**src/ttip_pkg.sv**
```systemverilog
// ----------------------------------------------------------------------------
// ttip_pkg: shared definitions for the text to integer parser
// parse phase, radix and character codes and character classification helpers
// ----------------------------------------------------------------------------
`default_nettype none

package ttip_pkg;

	// default widths of the result fields
	localparam int VALUE_WIDTH_DEF = 32;
	localparam int COUNT_WIDTH_DEF = 16;

	// parse phase codes
	localparam logic [2:0] PH_DONE   = 3'd0;
	localparam logic [2:0] PH_SPACE  = 3'd1;
	localparam logic [2:0] PH_FIRST  = 3'd2;
	localparam logic [2:0] PH_ZERO   = 3'd3;
	localparam logic [2:0] PH_DIGITS = 3'd4;

	// radix codes
	localparam logic [4:0] BASE_AUTO = 5'd0;
	localparam logic [4:0] BASE_OCT  = 5'd8;
	localparam logic [4:0] BASE_DEC  = 5'd10;
	localparam logic [4:0] BASE_HEX  = 5'd16;

	// character codes
	localparam logic [7:0] CH_0     = 8'h30;
	localparam logic [7:0] CH_9     = 8'h39;
	localparam logic [7:0] CH_LO_A  = 8'h61;
	localparam logic [7:0] CH_LO_F  = 8'h66;
	localparam logic [7:0] CH_UP_A  = 8'h41;
	localparam logic [7:0] CH_UP_F  = 8'h46;
	localparam logic [7:0] CH_LO_X  = 8'h78;
	localparam logic [7:0] CH_UP_X  = 8'h58;
	localparam logic [7:0] CH_MINUS = 8'h2d;
	localparam logic [7:0] CH_PLUS  = 8'h2b;
	localparam logic [7:0] CH_SP    = 8'h20;
	localparam logic [7:0] CH_TAB   = 8'h09;
	localparam logic [7:0] CH_LF    = 8'h0a;
	localparam logic [7:0] CH_VT    = 8'h0b;
	localparam logic [7:0] CH_FF    = 8'h0c;
	localparam logic [7:0] CH_CR    = 8'h0d;

	// digit value for a non-digit; it is never below any 5-bit radix
	localparam logic [4:0] NO_DIGIT = 5'h1f;

	typedef logic [7:0] char_t;
	typedef logic [4:0] digit_t;

	function automatic logic is_blank(input char_t c);
		return (c == CH_SP) || (c == CH_TAB) || (c == CH_LF) ||
			(c == CH_CR) || (c == CH_FF) || (c == CH_VT);
	endfunction

	function automatic digit_t digit_of(input char_t c);
		char_t off;
		off = '0;
		if (c >= CH_0 && c <= CH_9) begin
			off = c - CH_0;
			return off[4:0];
		end
		if (c >= CH_LO_A && c <= CH_LO_F) begin
			off = c - CH_LO_A + 8'd10;
			return off[4:0];
		end
		if (c >= CH_UP_A && c <= CH_UP_F) begin
			off = c - CH_UP_A + 8'd10;
			return off[4:0];
		end
		return NO_DIGIT;
	endfunction

endpackage

`default_nettype wire

```
**src/text_to_integer_parser_core.sv**
```systemverilog
// ----------------------------------------------------------------------------
// text_to_integer_parser_core: streaming signed integer parser
// one character per transaction in, one signed value and consumed count out
// when the scan of a string stops
// ----------------------------------------------------------------------------
// usage
//   input channel: char_valid / char_stall with char_code, start_of_string
//   and base_request. a transaction with start_of_string high opens a new
//   string and samples base_request (0 selects the radix from the prefix).
//   leading blanks, one sign and an optional 0x / 0 prefix are consumed,
//   then digits accumulate as acc*base+digit, wrapping at VALUE_WIDTH bits.
//   output channel: result_valid / result_stall with parsed_value and
//   consumed_count. at most one result transaction leaves per string, on the
//   character that stops the scan (nul, non-digit or digit not below radix);
//   later characters up to the next string start are dropped silently, and a
//   string cut by a new string start before it stops leaves no result.
//   path: a stopping character goes through the input register, then the
//   result register. throughput: one character per cycle unless a result
//   is held stalled; the state update is a single 5-bit by VALUE_WIDTH
//   multiply-add between the input register and the parse state registers.
//   result stall: the result register holds its transaction, the input
//   register fills, and char_stall rises until the result is taken.
//   reset: arst_n low empties both registers and leaves the parser idle,
//   ignoring characters until a string start.
// ----------------------------------------------------------------------------
`default_nettype none

module text_to_integer_parser_core #(
	parameter int VALUE_WIDTH = ttip_pkg::VALUE_WIDTH_DEF,
	parameter int COUNT_WIDTH = ttip_pkg::COUNT_WIDTH_DEF
) (
	input  wire                          clk,
	input  wire                          arst_n,
	// character input channel
	input  wire                          char_valid,
	output logic                         char_stall,
	input  wire  [7:0]                   char_code,
	input  wire                          start_of_string,
	input  wire  [4:0]                   base_request,
	// result output channel
	output logic                         result_valid,
	input  wire                          result_stall,
	output logic signed [VALUE_WIDTH-1:0] parsed_value,
	output logic [COUNT_WIDTH-1:0]       consumed_count
);
	import ttip_pkg::*;

	// input register stage
	logic        valid_s1;
	char_t       char_s1;
	logic        start_s1;
	logic [4:0]  base_s1;

	// parse state
	logic [2:0]              phase_q;
	logic                    neg_q;
	logic [4:0]              base_q;
	logic                    auto_q;
	logic [VALUE_WIDTH-1:0]  acc_q;
	logic [COUNT_WIDTH-1:0]  cnt_q;

	// result register
	logic                    result_valid_q;
	logic [VALUE_WIDTH-1:0]  value_q;
	logic [COUNT_WIDTH-1:0]  count_q;

	// next state
	logic [2:0]              phase_n;
	logic                    neg_n;
	logic [4:0]              base_n;
	logic                    auto_n;
	logic [VALUE_WIDTH-1:0]  acc_n;
	logic [COUNT_WIDTH-1:0]  cnt_n;
	logic [COUNT_WIDTH-1:0]  cnt_start;
	logic [COUNT_WIDTH-1:0]  cnt_inc;
	logic                    emit;
	logic                    go;
	digit_t                  dig;

	// the parse step may run unless a finished result is still held
	logic advance;
	assign advance    = !(result_valid_q && result_stall);
	assign char_stall = valid_s1 && !advance;

	// a new string restarts the count from zero; the count saturates
	assign cnt_start = start_s1 ? '0 : cnt_q;
	assign cnt_inc   = (cnt_start == {COUNT_WIDTH{1'b1}}) ? cnt_start : cnt_start + 1'b1;

	always_comb begin
		phase_n = phase_q;
		neg_n   = neg_q;
		base_n  = base_q;
		auto_n  = auto_q;
		acc_n   = acc_q;
		cnt_n   = cnt_q;
		emit    = 1'b0;
		go      = 1'b1;
		dig     = digit_of(char_s1);

		// string start: fresh parse, radix sampled here
		if (start_s1) begin
			phase_n = PH_SPACE;
			neg_n   = 1'b0;
			base_n  = base_s1;
			auto_n  = (base_s1 == BASE_AUTO);
			acc_n   = '0;
			cnt_n   = '0;
		end

		// idle between strings
		if (phase_n == PH_DONE) begin
			go = 1'b0;
		end

		// leading blanks and optional sign
		if (go && phase_n == PH_SPACE) begin
			if (is_blank(char_s1)) begin
				cnt_n = cnt_inc;
				go    = 1'b0;
			end else begin
				phase_n = PH_FIRST;
				if (char_s1 == CH_MINUS) begin
					neg_n = 1'b1;
					cnt_n = cnt_inc;
					go    = 1'b0;
				end else if (char_s1 == CH_PLUS) begin
					cnt_n = cnt_inc;
					go    = 1'b0;
				end
			end
		end

		// first significant character: a zero may open a radix prefix
		if (go && phase_n == PH_FIRST) begin
			if ((auto_n || base_n == BASE_HEX) && char_s1 == CH_0) begin
				cnt_n   = cnt_inc;
				phase_n = PH_ZERO;
				go      = 1'b0;
			end else begin
				if (auto_n) begin
					base_n = BASE_DEC;
				end
				phase_n = PH_DIGITS;
			end
		end

		// after a leading zero: x selects hex, anything else falls to digits
		if (go && phase_n == PH_ZERO) begin
			if (char_s1 == CH_LO_X || char_s1 == CH_UP_X) begin
				base_n  = BASE_HEX;
				cnt_n   = cnt_inc;
				phase_n = PH_DIGITS;
				go      = 1'b0;
			end else begin
				if (auto_n) begin
					base_n = BASE_OCT;
				end
				phase_n = PH_DIGITS;
			end
		end

		// digit accumulation, or stop and emit
		if (go) begin
			if (phase_n != PH_DIGITS || dig == NO_DIGIT || dig >= base_n) begin
				emit    = 1'b1;
				phase_n = PH_DONE;
			end else begin
				acc_n = acc_n * VALUE_WIDTH'(base_n) + VALUE_WIDTH'(dig);
				cnt_n = cnt_inc;
			end
		end
	end

	// input register
	always_ff @(posedge clk or negedge arst_n) begin
		if (!arst_n) begin
			valid_s1 <= 1'b0;
		end else if (!char_stall) begin
			valid_s1 <= char_valid;
		end
	end

	always_ff @(posedge clk) begin
		if (!char_stall && char_valid) begin
			char_s1  <= char_code;
			start_s1 <= start_of_string;
			base_s1  <= base_request;
		end
	end

	// parse state, updated once per character
	always_ff @(posedge clk or negedge arst_n) begin
		if (!arst_n) begin
			phase_q <= PH_DONE;
			neg_q   <= 1'b0;
			base_q  <= BASE_AUTO;
			auto_q  <= 1'b0;
			acc_q   <= '0;
			cnt_q   <= '0;
		end else if (valid_s1 && advance) begin
			phase_q <= phase_n;
			neg_q   <= neg_n;
			base_q  <= base_n;
			auto_q  <= auto_n;
			acc_q   <= acc_n;
			cnt_q   <= cnt_n;
		end
	end

	// result register
	always_ff @(posedge clk or negedge arst_n) begin
		if (!arst_n) begin
			result_valid_q <= 1'b0;
		end else if (advance) begin
			result_valid_q <= valid_s1 && emit;
		end
	end

	always_ff @(posedge clk) begin
		if (advance && valid_s1 && emit) begin
			value_q <= neg_n ? (~acc_n + 1'b1) : acc_n;
			count_q <= cnt_n;
		end
	end

	assign result_valid   = result_valid_q;
	assign parsed_value   = $signed(value_q);
	assign consumed_count = count_q;

endmodule

`default_nettype wire

```
**config.mk**
```make
export PLATFORM = sky130hd
export DESIGN_NAME = text_to_integer_parser_core
export DESIGN_NICKNAME = d
export VERILOG_FILES = /design/src/ttip_pkg.sv /design/src/text_to_integer_parser_core.sv
export SDC_FILE = /design/constraint.sdc
export NUM_CORES = 1
export LEC_CHECK = 0
export BUFFER_PORTS_ARGS = -buffer_cell sky130_fd_sc_hd__buf_2
export CAP_MARGIN = 20
export CORE_ASPECT_RATIO = 1.4
export CORE_MARGIN = 1
export CORE_UTILIZATION = 30
export CTS_BUF_LIST = sky130_fd_sc_hd__clkbuf_8 sky130_fd_sc_hd__clkbuf_16
export DETAILED_ROUTE_END_ITERATION = 12
export PLACE_DENSITY = 0.56
export RECOVER_POWER = 100
export SYNTH_ARGS = -nofsm -noshare
export SYNTH_HDL_FRONTEND = slang
export SYNTH_SLANG_ARGS = --single-unit
```
**constraint.sdc**
```tcl
create_clock -name clk -period 12.6 [get_ports clk]
set_input_delay 0.63 -clock clk [delete_from_list [all_inputs] [get_ports clk]]
set_output_delay 0.63 -clock clk [all_outputs]
set_load 0.02 [all_outputs]
```
==> impl_results.md, run 1 <==
* Status: finished with violations
* Failing checks: capacitance limit, slew limit
* Vias in the first global route at around 10,000
* DRT Pass-1 Iters at 5
* CP required at between 10,000 and 15,000 ps
* Total Power at around 1.3 mW
* Syn_nets at between 1,500 and 2,000
* Clock slew at reported path FFs at roughly 60 ps
* Startpoint types: register
* Slew margin rel. at -141%
* GP Congestion at ~0.9
* Tmin final at approximately 10,000 ps
* Layout area overhead at 9.70%
* Worst Hold End: char_s1[2]$_DFFE_PP_
* Hold Path Depth at 1
* Number of synthesized flops with an enable pin at a little over 60
* Yosys top cell by area: edfxtp_1
* Share of the synthesized area in the top cell type at between 10% and 20%
* Synth Register Bits at 122
* Peak supply drop at 0.0895 mV
* I/O pins at 68
* Die H at between 200 and 250 um
* Most frequent cells in the layout: nor2_1, inv_1, nand2_1, o21ai_0, fa_1
* Pwr Density at 95.4 nW/um2
* DR DRC count at 0
* Setup_tns at 0 ps
* Crit end category: register
* Final std cells w/o fill at about 2,000
* Clock Latency Late Sink at 440 ps
* Final wirelength at 33.5 mm
* Global-route wire length before repair at between 50 and 60 mm
* Initial antenna violation count at 0
* Met1 global-route usage at 18.9%
* Total global routing overflow at 0
* Die area at between 40,000 and 50,000 um2
* Synth Cell Area at ~12,000 um2
* Crit path DAT at just over 10,000 ps
* Largest net degree at the start of global routing at 84
* Max Root-Sink Buffers at 2
* Placed instance area at approximately 13,000 um2
* Core area at 40,300 um2
* Seq/Total Area, Yosys at about 28%
* Worst slew pin tran at 3610 ps
* Most common cell after layout, fill and taps aside: nor2_1
* Reg2reg end: parsed_value[31]$_DFFE_PP_
* Netlist cell types at ~100
* Routed vias/inst at ~5.0
* Peak Freq at 97.9 MHz
* Root Buffer: clkbuf_16
* Die Width at 173 um
* ANT cells at 0
* Initial Util at 30.3%
* Critical-path maximum fanout at 33
* Post-Syn Area per Cell at roughly 8.6 um2
* Cells after DPL at about 2,000
* Nets at 1,632
* Max Cap Viol at 5
* Tcrit/Tclk final at 81.0%
* Htree depth at 4
* Comb pwr share at between 20% and 30%
* Met3 Track Usage GR at under 10%
* Hold Fails Final Rpt at 0
* YS warnings at 0
* Clk_skew at slightly below 9 ps
* CTS sink count at 122
* R2R Path Start: start_s1$_DFFE_PP_
* Hold Buf Count CTS at 0
* Worst hold-check path type: in2reg
* HPWL Detailed at 25.2 mm
* RSZ-0062 raised after global routing: false
* Drt first-iter violations at a little over 500
* Internal at 0.831 mW
* Post-CTS Setup Inserts at 0
* Fraction of layout cells with a size suffix above 1 at 6.68%
* Source of the worst hold timing path: char_code[2]
* Fin. max-slew vios at approximately 160
* Total GRT Usage at 16.9%
* CP Class: reg2reg
* Hold_ws at 366 ps
* Sw frac at 35.0%
* Cells after synthesis at 1,423
* Ys async rst share at ~50%
* Routed len/inst at between 15 and 20 um
* Leakage at around 6 nW
* Clk pwr share at between 30% and 40%
* R2r setup slk at between 2000 and 2500 ps
* Setup violations, final at 0
* P_sw at between 0.4 and 0.5 mW
* Depth of the most critical reg-to-reg path at 25
* Reg power frac at roughly two fifths
* Clock buffer count from CTS at 17
* Number of port buffers at 67
* Standard-cell rows at 87
* CTS tree: yes
* GRT met2 Usage at 30.9%
* Ranking of synthesized cells by area: edfxtp_1, fa_1, dfrtp_1
* Cell area after layout at roughly 13,000 um2
* Gates resized, CTS repair at 0
* Antenna Nets Post-Route at 0
* Top Usage Layer GRT: met2
* DR vias at 10,000
* Primary FF master, synth: edfxtp_1
==> sequential cells by signal, indices dropped and copies added, names as in the netlist <==
register	flops
acc_q	32
parsed_value	32
cnt_q	16
consumed_count	16
char_s1	8
base_q	5
base_s1	5
phase_q	3
auto_q	1
neg_q	1
result_valid	1
start_s1	1
valid_s1	1
==> stage by stage <==
step / setup slack (ps) / util [%]
after floorplan: 5510 / -
after global placement: 4190 / 32.3
after detailed placement: 4020 / 32.3
after CTS: 3960 / 33.7
after global routing: 1860 / 33.3
final: 2390 / 33.3
==> power groups by stage <==
stage	registers (mW)	clock network, mW	logic (mW)
2_1_floorplan	0.525	0	0.180
3_3_place_gp	0.504	0	0.309
3_5_place_dp	0.503	0	0.313
4_1_cts	0.496	0.490	0.314
5_1_grt	0.504	0.502	0.328
6_report	0.498	0.481	0.300
==> metal layers <==
metal	up-vias	wire, um
met1	4889	13500
met4	0	1600
li1	4829	-
met3	77	916
met2	220	17500
met5	-	0
==> synth_stat cells, types with 15 or more instances <==
cell type	instances
nand2b_1	15
edfxtp_1	62
nor2_1	227
nor3_1	27
fa_1	87
mux2i_1	19
xor2_1	26
a21o_1	15
dfrtp_1	60
ha_1	73
nand2_1	141
clkbuf_1	45
a21oi_1	61
inv_1	166
xnor2_1	46
o21ai_0	91
nand3_1	23
==> worst max-delay path, stage by stage (launching register included) <==
cell and delay [ps]:
edfxtp_1 550, clkinv_1 400, clkbuf_1 1260, nand3_1 460, nor4_1 610, clkbuf_1 260, nor3_1 150, inv_1 850
nor2_1 150, fa_1 500, fa_1 550, inv_1 50, fa_1 530, inv_1 50, ha_1 380, a21oi_1 230
nor3b_1 690, a211oi_1 210, a21oi_1 270, o21ai_0 140, xor2_1 200, or3_1 430, o31ai_4 300, and3_1 320
a41oi_1 170, xor2_1 210
==> worst max path at each step <==
stage                         start                    endpoint  slack [ps]
4_1_cts          start_s1$_DFFE_PP_  parsed_value[31]$_DFFE_PP_        3960
3_3_place_gp   char_s1[0]$_DFFE_PP_  parsed_value[31]$_DFFE_PP_        4190
6_report         start_s1$_DFFE_PP_  parsed_value[31]$_DFFE_PP_        2390
3_5_place_dp     start_s1$_DFFE_PP_  parsed_value[31]$_DFFE_PP_        4020
2_1_floorplan  char_s1[0]$_DFFE_PP_  parsed_value[30]$_DFFE_PP_        5510
5_1_grt          start_s1$_DFFE_PP_  parsed_value[31]$_DFFE_PP_        1860
==> cell type report <==
| class | count | area [um2] |
|---|---|---|
| well taps | 534 | 668 |
| multi-input cells | 1065 | 7840 |
| flip-flops and latches | 122 | 3360 |
| clock buffers | 17 | 425 |
| fillers | 4248 | 26900 |
| repair buffers | 80 | 350 |
| inverters | 168 | 631 |
| clock inverters | 15 | 136 |
==> kinds of logic after synthesis <==
group	share of synthesized area [%]
and+or+nand+nor	20.0
AOI/OAI and AO/OA	15.5
buffers and inverters	7.88
adders and majority gates	21.7
DFF	27.5
xor gates and xnor gates	5.34
muxes	2.02
No activity file was read; power rests on OpenSTA's default activity.
==> run 2: changes to the inputs <==
- PLACE_DENSITY: 0.56 -> 0.58
- clock period: 12.6 -> 9.1 ns (I/O delays scaled with it)
==> run 2 against run 1 <==
The run still ends with capacitance limit, slew limit left. Routed wire length decreased by 0.76%. Critical path depth decreased by 2. Clock power is 43% higher. Global-route usage shrank 0.22 points. Worst setup slack got worse by 1800 ps. Register-to-register slack worse by 1800 ps. Utilization up 0.17 points. Largest cell class unchanged. Largest power group unchanged.
==> impl_results.md, run 2 (same netlist as run 1, synthesis figures left out) <==
* HPWL Detailed at 24.8 mm (was 25.2 mm)
* Die area at 41,600 um2 (unchanged)
* Total GRT Usage at 16.7% (was 16.9%)
* Most common cell after layout, fill and taps aside: nor2_1 (unchanged)
* Nets at 1,639 (was 1,632)
* Worst hold-check path type: in2reg (unchanged)
* Peak Freq at 118 MHz (was 97.9 MHz)
* Number of port buffers at 67 (unchanged)
* Routed len/inst at 16.6 um (was 16.8 um)
* DRT Pass-1 Iters at 5 (unchanged)
* Fraction of layout cells with a size suffix above 1 at 7.06% (was 6.68%)
* CTS tree: yes (unchanged)
* Antenna Nets Post-Route at 0 (unchanged)
* Die Width at 173 um (unchanged)
* CP max stage delay at 780 ps (was 1260 ps)
* I/O pins at 68 (unchanged)
* Final wirelength at 33.3 mm (was 33.5 mm)
* Slew margin rel. at -152% (was -141%)
* Leakage at 5.91 nW (was 5.92 nW)
* Source of the worst hold timing path: char_code[5] (was char_code[2])
* Tcrit/Tclk final at 93.2% (was 81.0%)
* Max Cap Viol at 3 (was 5)
* Pwr Density at 134 nW/um2 (was 95.4 nW/um2)
* CP max-delay cell: o21ai_2 (was clkbuf_1)
* Pre-CTS worst setup slack at 818 ps (was 4020 ps)
* DR vias at 10,100 (was 10,000)
* Layout area overhead at 10.3% (was 9.70%)
* Initial Util at 30.3% (unchanged)
* ANT cells at 0 (unchanged)
* Worst slew pin tran at 3790 ps (was 3610 ps)
* Reg power frac at 38.4% (was 39.0%)
* DR DRC count at 0 (unchanged)
* Gates resized, CTS repair at 0 (unchanged)
* P_sw at 0.639 mW (was 0.448 mW)
* Vias in the first global route at 10,600 (was 10,300)
* CTS sink count at 122 (unchanged)
* Max Root-Sink Buffers at 2 (unchanged)
* Failing checks: capacitance limit, slew limit (unchanged)
* Routed vias/inst at 5.05 (was 5.00)
* Comb pwr share at 23.4% (was 23.5%)
* Core area at 40,300 um2 (unchanged)
* Startpoint types: register (unchanged)
* Drt first-iter violations at 538 (was 517)
* Initial antenna violation count at 0 (unchanged)
* Hold Buf Count CTS at 0 (unchanged)
* Post-CTS Setup Inserts at 0 (unchanged)
* Largest net degree at the start of global routing at 84 (unchanged)
* Root Buffer: clkbuf_16 (unchanged)
* Die H at 241 um (unchanged)
* Tmin final at 8480 ps (was 10,210 ps)
* CP Class: reg2reg (unchanged)
* Crit-path most repeated cell: fa_1
* Cell chain of the critical path: clkinv_1 > a22oi_1 > nor2_1 > o21ai_2 > buf_4 > nor2_1 > fa_1 > fa_1 > inv_1 > fa_1 > inv_1 > ha_1 > and3_1 > a221o_1 > o21a_1 > o31a_1 > o31a_2 > nand2b_1 > nor4_1 > o221ai_2 > or3b_1 > o21ai_2 > xor2_1
* GP Congestion at 0.877 (was 0.899)
* Crit end category: register (unchanged)
* Clk pwr share at 38.2% (was 37.6%)
* Critical-path maximum fanout at 17 (was 33)
* Status: finished with violations (unchanged)
* Crit path DAT at 8670 ps (was 10,380 ps)
* Hold Fails Final Rpt at 0 (unchanged)
* Clk_skew at 13.1 ps (was 8.76 ps)
* Clock slew at reported path FFs at 60 ps (about the same)
* Clock Latency Late Sink at 450 ps (was 440 ps)
* Internal at 1.17 mW (was 0.831 mW)
* R2R Path Start: start_s1$_DFFE_PP_ (unchanged)
* Fin. max-slew vios at 114 (was 164)
* Standard-cell rows at 87 (unchanged)
* WP buf/inv at 4 (was 6)
* Htree depth at 4 (unchanged)
* Sw frac at 35.4% (was 35.0%)
* Peak supply drop at 0.107 mV (was 0.0895 mV)
* Setup violations, final at 0 (unchanged)
* Global-route wire length before repair at 54.4 mm (was 54.9 mm)
* Setup_tns at 0 ps (unchanged)
* Critical path origin: start_s1$_DFFE_PP_ (unchanged)
* Clock buffer count from CTS at 17 (unchanged)
* CP required at 9280 ps (was 12,770 ps)
* Setup ws final at 617 ps (was 2390 ps)
* Total global routing overflow at 0 (unchanged)
* RSZ-0062 raised after global routing: false (unchanged)
* Critical path's top delay family: compound AO/OA/AOI/OAI gates (was buffers and inverters)
* Most frequent cells in the layout: nor2_1, inv_1, nand2_1, o21ai_0, fa_1 (unchanged)
[run 2: cell types whose count changed in the layout (fill, tap and decap cells not counted), sizes merged]
cell    before  now
bufinv       2    1
clkbuf      73   81
buf         24   25
clkinv       7    6
[run 2: path summary, 6_finish.rpt]
kind | to | slack (ps) | cells after the start
max | parsed_value[30]$_DFFE_PP_ | 620 | 23
min | char_s1[5]$_DFFE_PP_ | 190 | 1
max reg2reg | parsed_value[30]$_DFFE_PP_ | 620 | 23
min reg2reg | acc_q[21]$_DFFE_PN0P_ | 480 | 2
max in group asynchronous | cnt_q[11]$_DFFE_PN0P_ | 5540 | 2
min in group asynchronous | base_q[4]$_DFFE_PN0P_ | 1420 | 2
[run 2: worst register-to-register path: stages, from the launching register on]
cell and delay [ps]:
edfxtp_1 750, clkinv_1 640, a22oi_1 650, nor2_1 220, o21ai_2 780, buf_4 360
nor2_1 100, fa_1 500, fa_1 550, inv_1 50, fa_1 530, inv_1 40
ha_1 380, and3_1 210, a221o_1 310, o21a_1 220, o31a_1 290, o31a_2 320
nand2b_1 180, nor4_1 370, o221ai_2 170, or3b_1 420, o21ai_2 130, xor2_1 70
[run 2: layer usage]
layer	track usage (%)	part of all wire (%)	vias up
li1	-	-	4842
met1	18.0	40	4966
met2	31.1	52	248
met3	2.22	3.5	88
met4	9.82	4.8	0
met5	0	0	-
[run 2: power by group through the flow]
stage	logic, mW	clock network, mW	registers [mW]
floorplan	0.250	0	0.727
global placement	0.434	0	0.699
detailed placement	0.440	0	0.699
CTS	0.441	0.705	0.689
global route	0.464	0.721	0.700
finish	0.422	0.690	0.692
[run 2: area by class of cell]
| type | instances | area, um2 |
|---|---|---|
| well taps | 534 | 668 |
| repair buffers | 87 | 388 |
| inverters | 168 | 631 |
| fillers | 4219 | 26800 |
| clock inverters | 13 | 116 |
| multi-input cells | 1065 | 7840 |
| clock buffers | 19 | 475 |
| flip-flops and latches | 122 | 3360 |
[run 2: metrics by stage]
step / total power [mW] / util [%] / instance area, um2 / hold WS, ps / cells
finish: 1.80 / 33.5 / 13500 / 192 / 2008
global route: 1.88 / 33.5 / 13500 / 181 / 2008
CTS: 1.84 / 33.9 / 13700 / 172 / 2008
detailed placement: 1.14 / 32.4 / 13100 / 470 / 1976
global placement: 1.13 / 32.4 / 13100 / 457 / 1976
floorplan: 0.977 / - / 12200 / 159 / 1423
